--- src/rtl/mted_pkg.sv ---
// Shared types and constants of the motion and touch event detector.
// Holds the channel words, the queued job record, the register set and the state encodings.
// Depends on nothing; every other file of the block imports it.
package mted_pkg;

   // One sensor snapshot, as accepted on the request channel.
   typedef struct packed {
      logic [31:0]        now_ms;
      logic               touch_valid;
      logic               touched;
      logic [15:0]        touch_raw;
      logic               imu_valid;
      logic signed [15:0] accel_x;
      logic signed [15:0] accel_y;
      logic signed [15:0] accel_z;
   } mted_req_type;

   // One event, as delivered on the response channel.
   typedef struct packed {
      logic [1:0]  event_kind;
      logic [15:0] event_value;
      logic [31:0] event_time;
      logic        last_of_run;
   } mted_rsp_type;

   // A classified sample, passed from the front end to the event unit.
   typedef struct packed {
      logic [31:0] now_ms;
      logic        touch_valid;
      logic        touched;
      logic [15:0] touch_raw;
      logic        imu_valid;
      logic [15:0] magnitude;
      logic [15:0] tilt;
      logic [15:0] abs_z;
   } mted_job_type;

   // Configuration register contents.
   typedef struct packed {
      logic [15:0] debounce_ms;
      logic [15:0] shake_delta_mg;
      logic [15:0] tilt_mg;
      logic [15:0] fall_z_mg;
   } mted_cfg_type;

   // Register indexes.
   localparam logic [1:0] REG_DEBOUNCE = 2'd0;
   localparam logic [1:0] REG_SHAKE    = 2'd1;
   localparam logic [1:0] REG_TILT     = 2'd2;
   localparam logic [1:0] REG_FALL     = 2'd3;

   // Register reset values.
   localparam logic [15:0] DEBOUNCE_RESET = 16'd200;
   localparam logic [15:0] SHAKE_RESET    = 16'd1500;
   localparam logic [15:0] TILT_RESET     = 16'd700;
   localparam logic [15:0] FALL_RESET     = 16'd300;

   // Event kinds; also the bit positions of the pending mask.
   localparam logic [1:0] KIND_TOUCH = 2'd0;
   localparam logic [1:0] KIND_SHAKE = 2'd1;
   localparam logic [1:0] KIND_TILT  = 2'd2;
   localparam logic [1:0] KIND_FALL  = 2'd3;

   // Iteration counts of the front end.
   localparam int unsigned SQUARE_STEPS = 3;
   localparam int unsigned ROOT_STEPS   = 16;
   localparam int unsigned STEP_BITS    = $clog2(ROOT_STEPS);

   typedef enum logic [1:0] {
      FRONT_IDLE,
      FRONT_SQUARE,
      FRONT_ROOT,
      FRONT_PUSH
   } mted_front_state_type;

   typedef enum logic [1:0] {
      BACK_IDLE,
      BACK_DECIDE,
      BACK_EMIT
   } mted_back_state_type;

   // Magnitude of a two's complement 16-bit value; -32768 maps to 32768.
   function automatic logic [15:0] abs16(input logic signed [15:0] v);
      logic [15:0] u;
      u = v;
      return v[15] ? (~u + 16'd1) : u;
   endfunction

endpackage

--- src/rtl/mted_front.sv ---
// Front end of the event detector: accepts a snapshot and classifies it.
// Sums the squared axes and takes a floored square root, one bit a cycle.
// Depends on mted_pkg.
module mted_front import mted_pkg::*; (
   input  logic         clock,
   input  logic         reset,
   input  logic         req_valid,
   output logic         req_ready,
   input  mted_req_type req_payload,
   output logic         push_valid,
   input  logic         push_ready,
   output mted_job_type push_job
);

   mted_front_state_type state_ff, state_in;

   logic [31:0]          now_ff, now_in;
   logic                 touch_valid_ff, touch_valid_in;
   logic                 touched_ff, touched_in;
   logic [15:0]          touch_raw_ff, touch_raw_in;
   logic                 imu_valid_ff, imu_valid_in;
   logic [15:0]          abs_x_ff, abs_x_in;
   logic [15:0]          abs_y_ff, abs_y_in;
   logic [15:0]          abs_z_ff, abs_z_in;
   logic [STEP_BITS-1:0] step_ff, step_in;
   logic [31:0]          rem_ff, rem_in;
   logic [31:0]          root_ff, root_in;
   logic [31:0]          bit_ff, bit_in;

   logic                 accept;
   logic                 last_square;
   logic                 last_root;
   logic [15:0]          square_sel;
   logic [31:0]          square;
   logic [31:0]          trial;

   assign accept      = req_valid && req_ready;
   assign last_square = (step_ff == STEP_BITS'(SQUARE_STEPS - 1));
   assign last_root   = (step_ff == STEP_BITS'(ROOT_STEPS - 1));

   // One axis is squared per cycle.
   always_comb begin
      case (step_ff)
         STEP_BITS'(0): square_sel = abs_x_ff;
         STEP_BITS'(1): square_sel = abs_y_ff;
         default:       square_sel = abs_z_ff;
      endcase
   end

   assign square = 32'(square_sel) * 32'(square_sel);
   assign trial  = root_ff + bit_ff;

   // Next state.
   always_comb begin
      state_in = state_ff;
      unique case (state_ff)
         FRONT_IDLE: begin
            if (req_valid) begin
               state_in = req_payload.imu_valid ? FRONT_SQUARE : FRONT_PUSH;
            end
         end
         FRONT_SQUARE: begin
            if (last_square) begin
               state_in = FRONT_ROOT;
            end
         end
         FRONT_ROOT: begin
            if (last_root) begin
               state_in = FRONT_PUSH;
            end
         end
         FRONT_PUSH: begin
            if (push_ready) begin
               state_in = FRONT_IDLE;
            end
         end
         default: state_in = FRONT_IDLE;
      endcase
   end

   // Handshake outputs.
   always_comb begin
      req_ready  = 1'b0;
      push_valid = 1'b0;
      unique case (state_ff)
         FRONT_IDLE:   req_ready  = 1'b1;
         FRONT_PUSH:   push_valid = 1'b1;
         FRONT_SQUARE,
         FRONT_ROOT:   ;
         default:      ;
      endcase
   end

   // Datapath: capture, sum of squares, then the restoring square root.
   always_comb begin
      now_in         = now_ff;
      touch_valid_in = touch_valid_ff;
      touched_in     = touched_ff;
      touch_raw_in   = touch_raw_ff;
      imu_valid_in   = imu_valid_ff;
      abs_x_in       = abs_x_ff;
      abs_y_in       = abs_y_ff;
      abs_z_in       = abs_z_ff;
      step_in        = step_ff;
      rem_in         = rem_ff;
      root_in        = root_ff;
      bit_in         = bit_ff;
      if (accept) begin
         now_in         = req_payload.now_ms;
         touch_valid_in = req_payload.touch_valid;
         touched_in     = req_payload.touched;
         touch_raw_in   = req_payload.touch_raw;
         imu_valid_in   = req_payload.imu_valid;
         abs_x_in       = abs16(req_payload.accel_x);
         abs_y_in       = abs16(req_payload.accel_y);
         abs_z_in       = abs16(req_payload.accel_z);
         step_in        = '0;
         rem_in         = '0;
      end else if (state_ff == FRONT_SQUARE) begin
         rem_in = rem_ff + square;
         if (last_square) begin
            step_in = '0;
            root_in = '0;
            bit_in  = 32'd1 << 30;
         end else begin
            step_in = step_ff + STEP_BITS'(1);
         end
      end else if (state_ff == FRONT_ROOT) begin
         if (rem_ff >= trial) begin
            rem_in  = rem_ff - trial;
            root_in = (root_ff >> 1) + bit_ff;
         end else begin
            root_in = root_ff >> 1;
         end
         bit_in  = bit_ff >> 2;
         step_in = step_ff + STEP_BITS'(1);
      end
   end

   always_ff @(posedge clock) begin
      if (reset) begin
         state_ff <= FRONT_IDLE;
      end else begin
         state_ff <= state_in;
      end
   end

   always_ff @(posedge clock) begin
      now_ff         <= now_in;
      touch_valid_ff <= touch_valid_in;
      touched_ff     <= touched_in;
      touch_raw_ff   <= touch_raw_in;
      imu_valid_ff   <= imu_valid_in;
      abs_x_ff       <= abs_x_in;
      abs_y_ff       <= abs_y_in;
      abs_z_ff       <= abs_z_in;
      step_ff        <= step_in;
      rem_ff         <= rem_in;
      root_ff        <= root_in;
      bit_ff         <= bit_in;
   end

   // Classified sample handed to the queue.
   always_comb begin
      push_job.now_ms      = now_ff;
      push_job.touch_valid = touch_valid_ff;
      push_job.touched     = touched_ff;
      push_job.touch_raw   = touch_raw_ff;
      push_job.imu_valid   = imu_valid_ff;
      push_job.magnitude   = root_ff[15:0];
      push_job.tilt        = (abs_x_ff > abs_y_ff) ? abs_x_ff : abs_y_ff;
      push_job.abs_z       = abs_z_ff;
   end

endmodule

--- src/rtl/mted_queue.sv ---
// Short queue of classified samples between the front end and the event unit.
// Register based; the head entry is read at the read pointer.
// Depends on mted_pkg.
module mted_queue import mted_pkg::*; #(
   parameter int unsigned DEPTH = 2
) (
   input  logic         clock,
   input  logic         reset,
   input  logic         push_valid,
   output logic         push_ready,
   input  mted_job_type push_job,
   output logic         pop_valid,
   input  logic         pop_ready,
   output mted_job_type pop_job
);

   localparam int unsigned PTR_BITS   = $clog2(DEPTH);
   localparam int unsigned COUNT_BITS = $clog2(DEPTH + 1);

   mted_job_type          entries_ff [DEPTH];
   logic [PTR_BITS-1:0]   wr_ptr_ff, wr_ptr_in;
   logic [PTR_BITS-1:0]   rd_ptr_ff, rd_ptr_in;
   logic [COUNT_BITS-1:0] count_ff, count_in;

   logic                  do_push;
   logic                  do_pop;

   assign push_ready = (count_ff != COUNT_BITS'(DEPTH));
   assign pop_valid  = (count_ff != '0);
   assign pop_job    = entries_ff[rd_ptr_ff];
   assign do_push    = push_valid && push_ready;
   assign do_pop     = pop_valid && pop_ready;

   // Pointer and fill bookkeeping.
   always_comb begin
      wr_ptr_in = wr_ptr_ff;
      rd_ptr_in = rd_ptr_ff;
      count_in  = count_ff;
      if (do_push) begin
         wr_ptr_in = (wr_ptr_ff == PTR_BITS'(DEPTH - 1)) ? '0 : wr_ptr_ff + PTR_BITS'(1);
      end
      if (do_pop) begin
         rd_ptr_in = (rd_ptr_ff == PTR_BITS'(DEPTH - 1)) ? '0 : rd_ptr_ff + PTR_BITS'(1);
      end
      if (do_push && !do_pop) begin
         count_in = count_ff + COUNT_BITS'(1);
      end else if (do_pop && !do_push) begin
         count_in = count_ff - COUNT_BITS'(1);
      end
   end

   always_ff @(posedge clock) begin
      if (reset) begin
         wr_ptr_ff <= '0;
         rd_ptr_ff <= '0;
         count_ff  <= '0;
      end else begin
         wr_ptr_ff <= wr_ptr_in;
         rd_ptr_ff <= rd_ptr_in;
         count_ff  <= count_in;
      end
   end

   always_ff @(posedge clock) begin
      if (do_push) begin
         entries_ff[wr_ptr_ff] <= push_job;
      end
   end

endmodule

--- src/rtl/mted_back.sv ---
// Event unit of the detector: holds the debounce timers and edge history.
// Decides which events a sample fires, then sends them one word at a time through an output register.
// Depends on mted_pkg.
module mted_back import mted_pkg::*; #(
   parameter int unsigned TIME_BITS = 32
) (
   input  logic         clock,
   input  logic         reset,
   input  mted_cfg_type cfg,
   input  logic         pop_valid,
   output logic         pop_ready,
   input  mted_job_type pop_job,
   output logic         rsp_valid,
   input  logic         rsp_ready,
   output mted_rsp_type rsp_payload
);

   mted_back_state_type  state_ff, state_in;

   mted_job_type         job_ff, job_in;
   logic [3:0]           pending_ff, pending_in;
   logic [15:0]          delta_ff, delta_in;

   logic                 prev_touched_ff, prev_touched_in;
   logic [TIME_BITS-1:0] touch_time_ff, touch_time_in;
   logic [TIME_BITS-1:0] shake_time_ff, shake_time_in;
   logic [TIME_BITS-1:0] tilt_time_ff, tilt_time_in;
   logic [TIME_BITS-1:0] fall_time_ff, fall_time_in;
   logic                 have_prev_ff, have_prev_in;
   logic                 prev_imu_ff, prev_imu_in;
   logic [15:0]          prev_mag_ff, prev_mag_in;

   logic                 out_valid_ff, out_valid_in;
   mted_rsp_type         out_ff, out_in;

   logic [TIME_BITS-1:0] now_t;
   logic [TIME_BITS-1:0] debounce_t;
   logic [TIME_BITS-1:0] touch_age, shake_age, tilt_age, fall_age;
   logic [15:0]          delta;
   logic [3:0]           fire;
   logic                 out_free;
   logic                 emit;
   logic [1:0]           emit_kind;
   logic [15:0]          emit_value;
   logic [3:0]           pending_left;

   assign now_t      = TIME_BITS'(job_ff.now_ms);
   assign debounce_t = TIME_BITS'(cfg.debounce_ms);
   assign touch_age  = now_t - touch_time_ff;
   assign shake_age  = now_t - shake_time_ff;
   assign tilt_age   = now_t - tilt_time_ff;
   assign fall_age   = now_t - fall_time_ff;

   // Magnitude change against the previous valid sample.
   assign delta = (job_ff.magnitude >= prev_mag_ff) ? job_ff.magnitude - prev_mag_ff
                                                    : prev_mag_ff - job_ff.magnitude;

   // Event conditions, each gated by its own debounce timer.
   always_comb begin
      fire = '0;
      fire[KIND_TOUCH] = job_ff.touch_valid && job_ff.touched && !prev_touched_ff
                         && (touch_age >= debounce_t);
      fire[KIND_SHAKE] = job_ff.imu_valid && have_prev_ff && prev_imu_ff
                         && (delta >= cfg.shake_delta_mg) && (shake_age >= debounce_t);
      fire[KIND_TILT]  = job_ff.imu_valid && (job_ff.tilt >= cfg.tilt_mg)
                         && (tilt_age >= debounce_t);
      fire[KIND_FALL]  = job_ff.imu_valid && (job_ff.abs_z <= cfg.fall_z_mg)
                         && (fall_age >= debounce_t);
   end

   // Lowest pending kind goes out first.
   always_comb begin
      emit_kind    = KIND_FALL;
      emit_value   = job_ff.abs_z;
      pending_left = pending_ff;
      if (pending_ff[KIND_TOUCH]) begin
         emit_kind  = KIND_TOUCH;
         emit_value = job_ff.touch_raw;
      end else if (pending_ff[KIND_SHAKE]) begin
         emit_kind  = KIND_SHAKE;
         emit_value = delta_ff;
      end else if (pending_ff[KIND_TILT]) begin
         emit_kind  = KIND_TILT;
         emit_value = job_ff.tilt;
      end
      pending_left[emit_kind] = 1'b0;
   end

   assign out_free = !out_valid_ff || rsp_ready;
   assign emit     = (state_ff == BACK_EMIT) && out_free;

   // Next state.
   always_comb begin
      state_in = state_ff;
      unique case (state_ff)
         BACK_IDLE: begin
            if (pop_valid) begin
               state_in = BACK_DECIDE;
            end
         end
         BACK_DECIDE: begin
            state_in = (fire != '0) ? BACK_EMIT : BACK_IDLE;
         end
         BACK_EMIT: begin
            if (out_free && (pending_left == '0)) begin
               state_in = BACK_IDLE;
            end
         end
         default: state_in = BACK_IDLE;
      endcase
   end

   // Handshake outputs.
   always_comb begin
      pop_ready = 1'b0;
      unique case (state_ff)
         BACK_IDLE:   pop_ready = 1'b1;
         BACK_DECIDE,
         BACK_EMIT:   ;
         default:     ;
      endcase
   end

   // Sample capture, history update and event emission.
   always_comb begin
      job_in          = job_ff;
      pending_in      = pending_ff;
      delta_in        = delta_ff;
      prev_touched_in = prev_touched_ff;
      touch_time_in   = touch_time_ff;
      shake_time_in   = shake_time_ff;
      tilt_time_in    = tilt_time_ff;
      fall_time_in    = fall_time_ff;
      have_prev_in    = have_prev_ff;
      prev_imu_in     = prev_imu_ff;
      prev_mag_in     = prev_mag_ff;
      out_in          = out_ff;
      out_valid_in    = out_valid_ff;

      if ((state_ff == BACK_IDLE) && pop_valid) begin
         job_in = pop_job;
      end

      if (state_ff == BACK_DECIDE) begin
         pending_in = fire;
         delta_in   = delta;
         if (fire[KIND_TOUCH]) touch_time_in = now_t;
         if (fire[KIND_SHAKE]) shake_time_in = now_t;
         if (fire[KIND_TILT])  tilt_time_in  = now_t;
         if (fire[KIND_FALL])  fall_time_in  = now_t;
         if (job_ff.touch_valid) begin
            prev_touched_in = job_ff.touched;
         end
         if (job_ff.imu_valid) begin
            prev_mag_in = job_ff.magnitude;
         end
         prev_imu_in  = job_ff.imu_valid;
         have_prev_in = 1'b1;
      end

      if (emit) begin
         pending_in              = pending_left;
         out_in.event_kind       = emit_kind;
         out_in.event_value      = emit_value;
         out_in.event_time       = job_ff.now_ms;
         out_in.last_of_run      = (pending_left == '0);
         out_valid_in            = 1'b1;
      end else if (rsp_ready) begin
         out_valid_in = 1'b0;
      end
   end

   always_ff @(posedge clock) begin
      if (reset) begin
         state_ff        <= BACK_IDLE;
         pending_ff      <= '0;
         prev_touched_ff <= 1'b0;
         touch_time_ff   <= '0;
         shake_time_ff   <= '0;
         tilt_time_ff    <= '0;
         fall_time_ff    <= '0;
         have_prev_ff    <= 1'b0;
         prev_imu_ff     <= 1'b0;
         prev_mag_ff     <= '0;
         out_valid_ff    <= 1'b0;
      end else begin
         state_ff        <= state_in;
         pending_ff      <= pending_in;
         prev_touched_ff <= prev_touched_in;
         touch_time_ff   <= touch_time_in;
         shake_time_ff   <= shake_time_in;
         tilt_time_ff    <= tilt_time_in;
         fall_time_ff    <= fall_time_in;
         have_prev_ff    <= have_prev_in;
         prev_imu_ff     <= prev_imu_in;
         prev_mag_ff     <= prev_mag_in;
         out_valid_ff    <= out_valid_in;
      end
   end

   always_ff @(posedge clock) begin
      job_ff   <= job_in;
      delta_ff <= delta_in;
      out_ff   <= out_in;
   end

   assign rsp_valid   = out_valid_ff;
   assign rsp_payload = out_ff;

endmodule

--- src/rtl/motion_touch_event_detector.sv ---
// Channel  Direction  Handshake                        Word
// req      in         req_valid / req_ready            mted_req_type sensor snapshot
// rsp      out        rsp_valid / rsp_ready            mted_rsp_type event
// csr      in/out     csr_psel, csr_penable, csr_pready  four 16-bit registers at 4*i
//
// In the front end a word with acceleration passes capture, squares of the three axes,
// sixteen square root steps and a push; the square root loop sets the rate. A touch-only
// word goes from capture to the push. The event unit captures and decides each sample,
// then emits its events in turn. Reset is synchronous and clears all timers and history.
// A stalled response holds its word; the queue lets the front end keep working meanwhile.
// Depends on mted_pkg, mted_front, mted_queue and mted_back.
module motion_touch_event_detector import mted_pkg::*; #(
   parameter int unsigned TIME_BITS   = 32,
   parameter int unsigned QUEUE_DEPTH = 2
) (
   input  logic         clock,
   input  logic         reset,
   input  logic         req_valid,
   output logic         req_ready,
   input  mted_req_type req_payload,
   output logic         rsp_valid,
   input  logic         rsp_ready,
   output mted_rsp_type rsp_payload,
   input  logic         csr_psel,
   input  logic         csr_penable,
   input  logic         csr_pwrite,
   input  logic [3:0]   csr_paddr,
   input  logic [31:0]  csr_pwdata,
   output logic [31:0]  csr_prdata,
   output logic         csr_pready
);

   mted_cfg_type cfg_ff, cfg_in;
   logic         csr_write;
   logic [1:0]   csr_index;

   logic         push_valid, push_ready;
   mted_job_type push_job;
   logic         pop_valid, pop_ready;
   mted_job_type pop_job;

   assign csr_pready = 1'b1;
   assign csr_write  = csr_psel && csr_penable && csr_pwrite;
   assign csr_index  = csr_paddr[3:2];

   // Register write decode.
   always_comb begin
      cfg_in = cfg_ff;
      if (csr_write) begin
         unique case (csr_index)
            REG_DEBOUNCE: cfg_in.debounce_ms    = csr_pwdata[15:0];
            REG_SHAKE:    cfg_in.shake_delta_mg = csr_pwdata[15:0];
            REG_TILT:     cfg_in.tilt_mg        = csr_pwdata[15:0];
            REG_FALL:     cfg_in.fall_z_mg      = csr_pwdata[15:0];
            default:      ;
         endcase
      end
   end

   // Register read back.
   always_comb begin
      unique case (csr_index)
         REG_DEBOUNCE: csr_prdata = {16'd0, cfg_ff.debounce_ms};
         REG_SHAKE:    csr_prdata = {16'd0, cfg_ff.shake_delta_mg};
         REG_TILT:     csr_prdata = {16'd0, cfg_ff.tilt_mg};
         REG_FALL:     csr_prdata = {16'd0, cfg_ff.fall_z_mg};
         default:      csr_prdata = '0;
      endcase
   end

   always_ff @(posedge clock) begin
      if (reset) begin
         cfg_ff.debounce_ms    <= DEBOUNCE_RESET;
         cfg_ff.shake_delta_mg <= SHAKE_RESET;
         cfg_ff.tilt_mg        <= TILT_RESET;
         cfg_ff.fall_z_mg      <= FALL_RESET;
      end else begin
         cfg_ff <= cfg_in;
      end
   end

   mted_front u_front (
      .clock       (clock),
      .reset       (reset),
      .req_valid   (req_valid),
      .req_ready   (req_ready),
      .req_payload (req_payload),
      .push_valid  (push_valid),
      .push_ready  (push_ready),
      .push_job    (push_job)
   );

   mted_queue #(
      .DEPTH (QUEUE_DEPTH)
   ) u_queue (
      .clock      (clock),
      .reset      (reset),
      .push_valid (push_valid),
      .push_ready (push_ready),
      .push_job   (push_job),
      .pop_valid  (pop_valid),
      .pop_ready  (pop_ready),
      .pop_job    (pop_job)
   );

   mted_back #(
      .TIME_BITS (TIME_BITS)
   ) u_back (
      .clock       (clock),
      .reset       (reset),
      .cfg         (cfg_ff),
      .pop_valid   (pop_valid),
      .pop_ready   (pop_ready),
      .pop_job     (pop_job),
      .rsp_valid   (rsp_valid),
      .rsp_ready   (rsp_ready),
      .rsp_payload (rsp_payload)
   );

endmodule

--- config.mk ---
export PLATFORM = sky130hd
export DESIGN_NAME = motion_touch_event_detector
export DESIGN_NICKNAME = d
export VERILOG_FILES = /design/src/rtl/mted_pkg.sv /design/src/rtl/mted_front.sv /design/src/rtl/mted_queue.sv /design/src/rtl/mted_back.sv /design/src/rtl/motion_touch_event_detector.sv
export SDC_FILE = /design/constraint.sdc
export NUM_CORES = 2
export LEC_CHECK = 0
export ABC_AREA = 1
export BUFFER_PORTS_ARGS = -buffer_cell sky130_fd_sc_hd__buf_2
export CAP_MARGIN = 20
export CORE_ASPECT_RATIO = 0.75
export CORE_MARGIN = 1.5
export CORE_UTILIZATION = 55
export CTS_BUF_LIST = sky130_fd_sc_hd__clkbuf_8
export DETAILED_ROUTE_END_ITERATION = 12
export GPL_TIMING_DRIVEN = 0
export PLACE_DENSITY = 0.72
export SYNTH_ARGS = -nofsm -noshare
export SYNTH_HDL_FRONTEND = slang
export SYNTH_SLANG_ARGS = --single-unit
--- constraint.sdc ---
create_clock -name clock -period 10.7 [get_ports clock]
set_input_delay 1.07 -clock clock [delete_from_list [all_inputs] [get_ports clock]]
set_output_delay 1.07 -clock clock [all_outputs]
set_load 0.02 [all_outputs]
==> metrics <==
status=finished, final reports clean; Syn Std Cell Area=between 50000 and 60000 sq um; Seq/Total Area, Yosys=0.371; std cell rows=100; Post-CTS Setup Bufs=0; IO Count=approximately 230; clk sinks=771; total CTS buffers=120; Slowest cell on crit path=a21oi_2; number of synthesized flops with an enable pin=approximately 500; Die X=about 370 um; peak per-stage delay on the critical path=0.62 ns; Worst Hold Class=input pin to register; wire per inst=roughly 19 um; Hold-fix buffers, CTS=0; CP Class=register to register; Max-Cap Viols=0; Critical Path Stages=31; RSZ-0062 raised after global routing=no; root buffer cell=clkbuf_8; gr busiest metal=met1; Post-Synthesis Cells=about 7000; overall routing resource usage=0.321; remaining routing DRC violations=0; Synth Flop Type=edfxtp_1; worst reg2reg path depth=31; cts repair resizes=0; Final min period=about 8.5 ns; Die Y=between 200 and 300 um; Post-synth ARST share=0; Starting DRT DRC Count=4700; Top Family by Delay on Critical Path=adder cells; relative max-transition margin=0.291; Most Frequent Cell on Critical Path=fa_1; fin worst setup slack=around 2.2 ns; GR Layer Usage met1=0.496; global-route wire length before repair=roughly 250000 um; CP Capture Type=register; worst-margin pin slew=between 1 and 1.5 ns; Worst Setup SP=u_front.step_ff[0]$_SDFFE_PP0P_; antenna violations before repair=4; layout cell share with drive strength beyond 1=0.0723; Util after Layout=0.612; Syn-to-layout area delta=10.1%; Worst setup SP type=register; largest net degree at the start of global routing=roughly 70; Netlist cell types=between 50 and 60; DP Worst Slack=2.32 ns; antenna-violating nets left=0; Hold Violations, Final=0; synth warn=0; WHS=0.377 ns; Core Region=approximately 99000 sq um; clk slew on worst S/H paths=roughly 0.06 ns; H-tree Lvls=3; routability cong.=~0.99; Buf/Inv on CP=7; Critical Path Fanout Max=10; vias in the first global route=44400; synthesized area per cell=about 7.9 sq um; TritonCTS clock tree=built; Vias=around 48000; nets@finish=about 8000; period utilization=0.796; DIE AREA=around 100000 sq um; worst skew pair latency=just under 0.9 ns; Starting Density=0.556; number of port buffers=between 150 and 200; Min-Delay Path Depth=1; crit path DAT=approximately 9.3 ns; clk buf depth=3; vias per inst=approximately 5.5; Setup TNS=0 ns; FF-to-FF Start=u_front.step_ff[0]$_SDFFE_PP0P_; Hold Startpoint=req_payload[54]; fmax=117 MHz; GRT overflow=0; WL final=166000 um; met3 Track Usage GR=0.0550; Final Slew Violations=0; Critical Path RT=around 11 ns; FF+latch count, synth=771; GR Util met2=0.463; detailed-router iteration count before antenna repair=8; final setup violation count=0; Layout Skew=between 0.09 and 0.1 ns; HPWL Detailed=133000 um
==> cell families (layout without fill, tap and decap cells) <==
| logic type | count (synthesis) | count (layout) | share of synthesized area |
|---|---|---|---|
| AOI/OAI and AO/OA | 1179 | 1179 | 0.120 |
| buffers and inverters | 1472 | 1904 | 0.104 |
| xor gates and xnor gates | 193 | 193 | 0.0306 |
| and+or+nand+nor | 2698 | 2698 | 0.196 |
| muxes | 7 | 7 | 0.00127 |
| adders and majority gates | 661 | 661 | 0.177 |
| other | 2 | 25 | 0.000136 |
| DFF | 771 | 771 | 0.371 |
==> layout by cell type (no fill, tap or decap), drive strengths merged, types with 4 or more instances in the layout <==
| cell | count |
|---|---|
| a211oi | 19 |
| a21boi | 5 |
| a21o | 21 |
| a21oi | 531 |
| a221oi | 7 |
| a31oi | 17 |
| and3 | 9 |
| buf | 270 |
| bufinv | 8 |
| clkbuf | 235 |
| clkinv | 36 |
| clkinvlp | 4 |
| conb | 17 |
| dfxtp | 260 |
| diode | 8 |
| edfxtp | 511 |
| fa | 201 |
| ha | 460 |
| inv | 1351 |
| mux2i | 7 |
| nand2 | 1795 |
| nand3 | 190 |
| nand3b | 22 |
| nand4 | 36 |
| nor2 | 540 |
| nor3 | 85 |
| nor3b | 4 |
| nor4 | 11 |
| o211a | 5 |
| o211ai | 30 |
| o21a | 28 |
| o21ai | 426 |
| o21bai | 28 |
| o221ai | 4 |
| o22ai | 29 |
| o311ai | 12 |
| o31ai | 5 |
| xnor2 | 59 |
| xor2 | 134 |
==> per-stage QoR <==
stage	instance area [sq um]	std cells
final	60900	8764
after global routing	60900	8762
after CTS	60900	8756
after detailed placement	58300	8529
after global placement	58000	8513
after floorplan	55400	6998
==> worst reg2reg max path: cells and delay by family, from the launching register on <==
kind	cells	cell delay [ns]
buf+inv	7	1.41
compound gates	8	2.02
fa+ha+maj	8	3.74
flops	1	0.39
simple gates	8	0.93
==> flip-flops by register name, summed over array words and instances, names as in the netlist, 51 cells and up <==
register and count:
u_back.job_ff 67, cfg_ff 64, u_queue.entries_ff 198, u_back.rsp_payload 51
==> cell usage after synthesis, types with 9 or more instances <==
master       n  area (sq um)
xnor2_1     59           517
and3_1       9          56.3
o21ai_1     59           295
o21ai_0    365          1830
nor2_1     533          2000
buf_6       13           146
nand3b_1    22           165
ha_1       460          5760
nor4_1      11          68.8
a21o_1      21           158
o21a_1      28           210
a31oi_1     17           106
o311ai_0    12           105
nand2_2     15          93.8
nand3_1    184           921
a211oi_1    19           143
a21oi_2     49           429
fa_1       201          4020
xor2_1     134          1170
buf_2       22           110
o21bai_1    28           210
o211ai_1    30           225
inv_1     1296          4860
o22ai_1     29           181
clkbuf_1    98           368
edfxtp_1   511         15300
nor3_1      82           410
buf_4       25           188
nand4_1     36           225
dfxtp_1    260          5200
nand2_1   1780          6680
a21oi_1    482          2410
==> final timing paths <==
check                                              to  slack (ns)
hold / removal      u_front.touch_raw_ff[5]$_DFFE_PP_        0.38
hold reg to reg   u_queue.entries_ff[1][98]$_DFFE_PP_        0.40
setup / recovery      u_front.rem_ff[27]$_SDFFE_PP0P_        2.18
setup reg to reg      u_front.rem_ff[27]$_SDFFE_PP0P_        2.18
==> layer usage <==
| layer | vias to the layer above | wire length [um] | share of wire |
|---|---|---|---|
| met5 | - | 29 | 0.00017 |
| met4 | 4 | 4000 | 0.024 |
| met3 | 256 | 16300 | 0.098 |
| met2 | 1981 | 68400 | 0.41 |
| met1 | 22400 | 77600 | 0.47 |
| li1 | 23200 | - | - |
==> layout make-up <==
| class | instances | area, sq um |
|---|---|---|
| Antenna cell | 8 | 20.0 |
| Buffer | 163 | 832 |
| Clock buffer | 137 | 1890 |
| Clock inverter | 90 | 666 |
| Inverter | 1309 | 4920 |
| Tap cell | 1326 | 1660 |
| Sequential cell | 771 | 20500 |
| Multi-Input combinational cell | 4755 | 29100 |
| Timing Repair Buffer | 205 | 1270 |
| Fill cell | 8921 | 38600 |
Power is left out: the tool's default activity adds up to more than one toggle a clock period on the data nets, which glitch-free logic cannot reach.
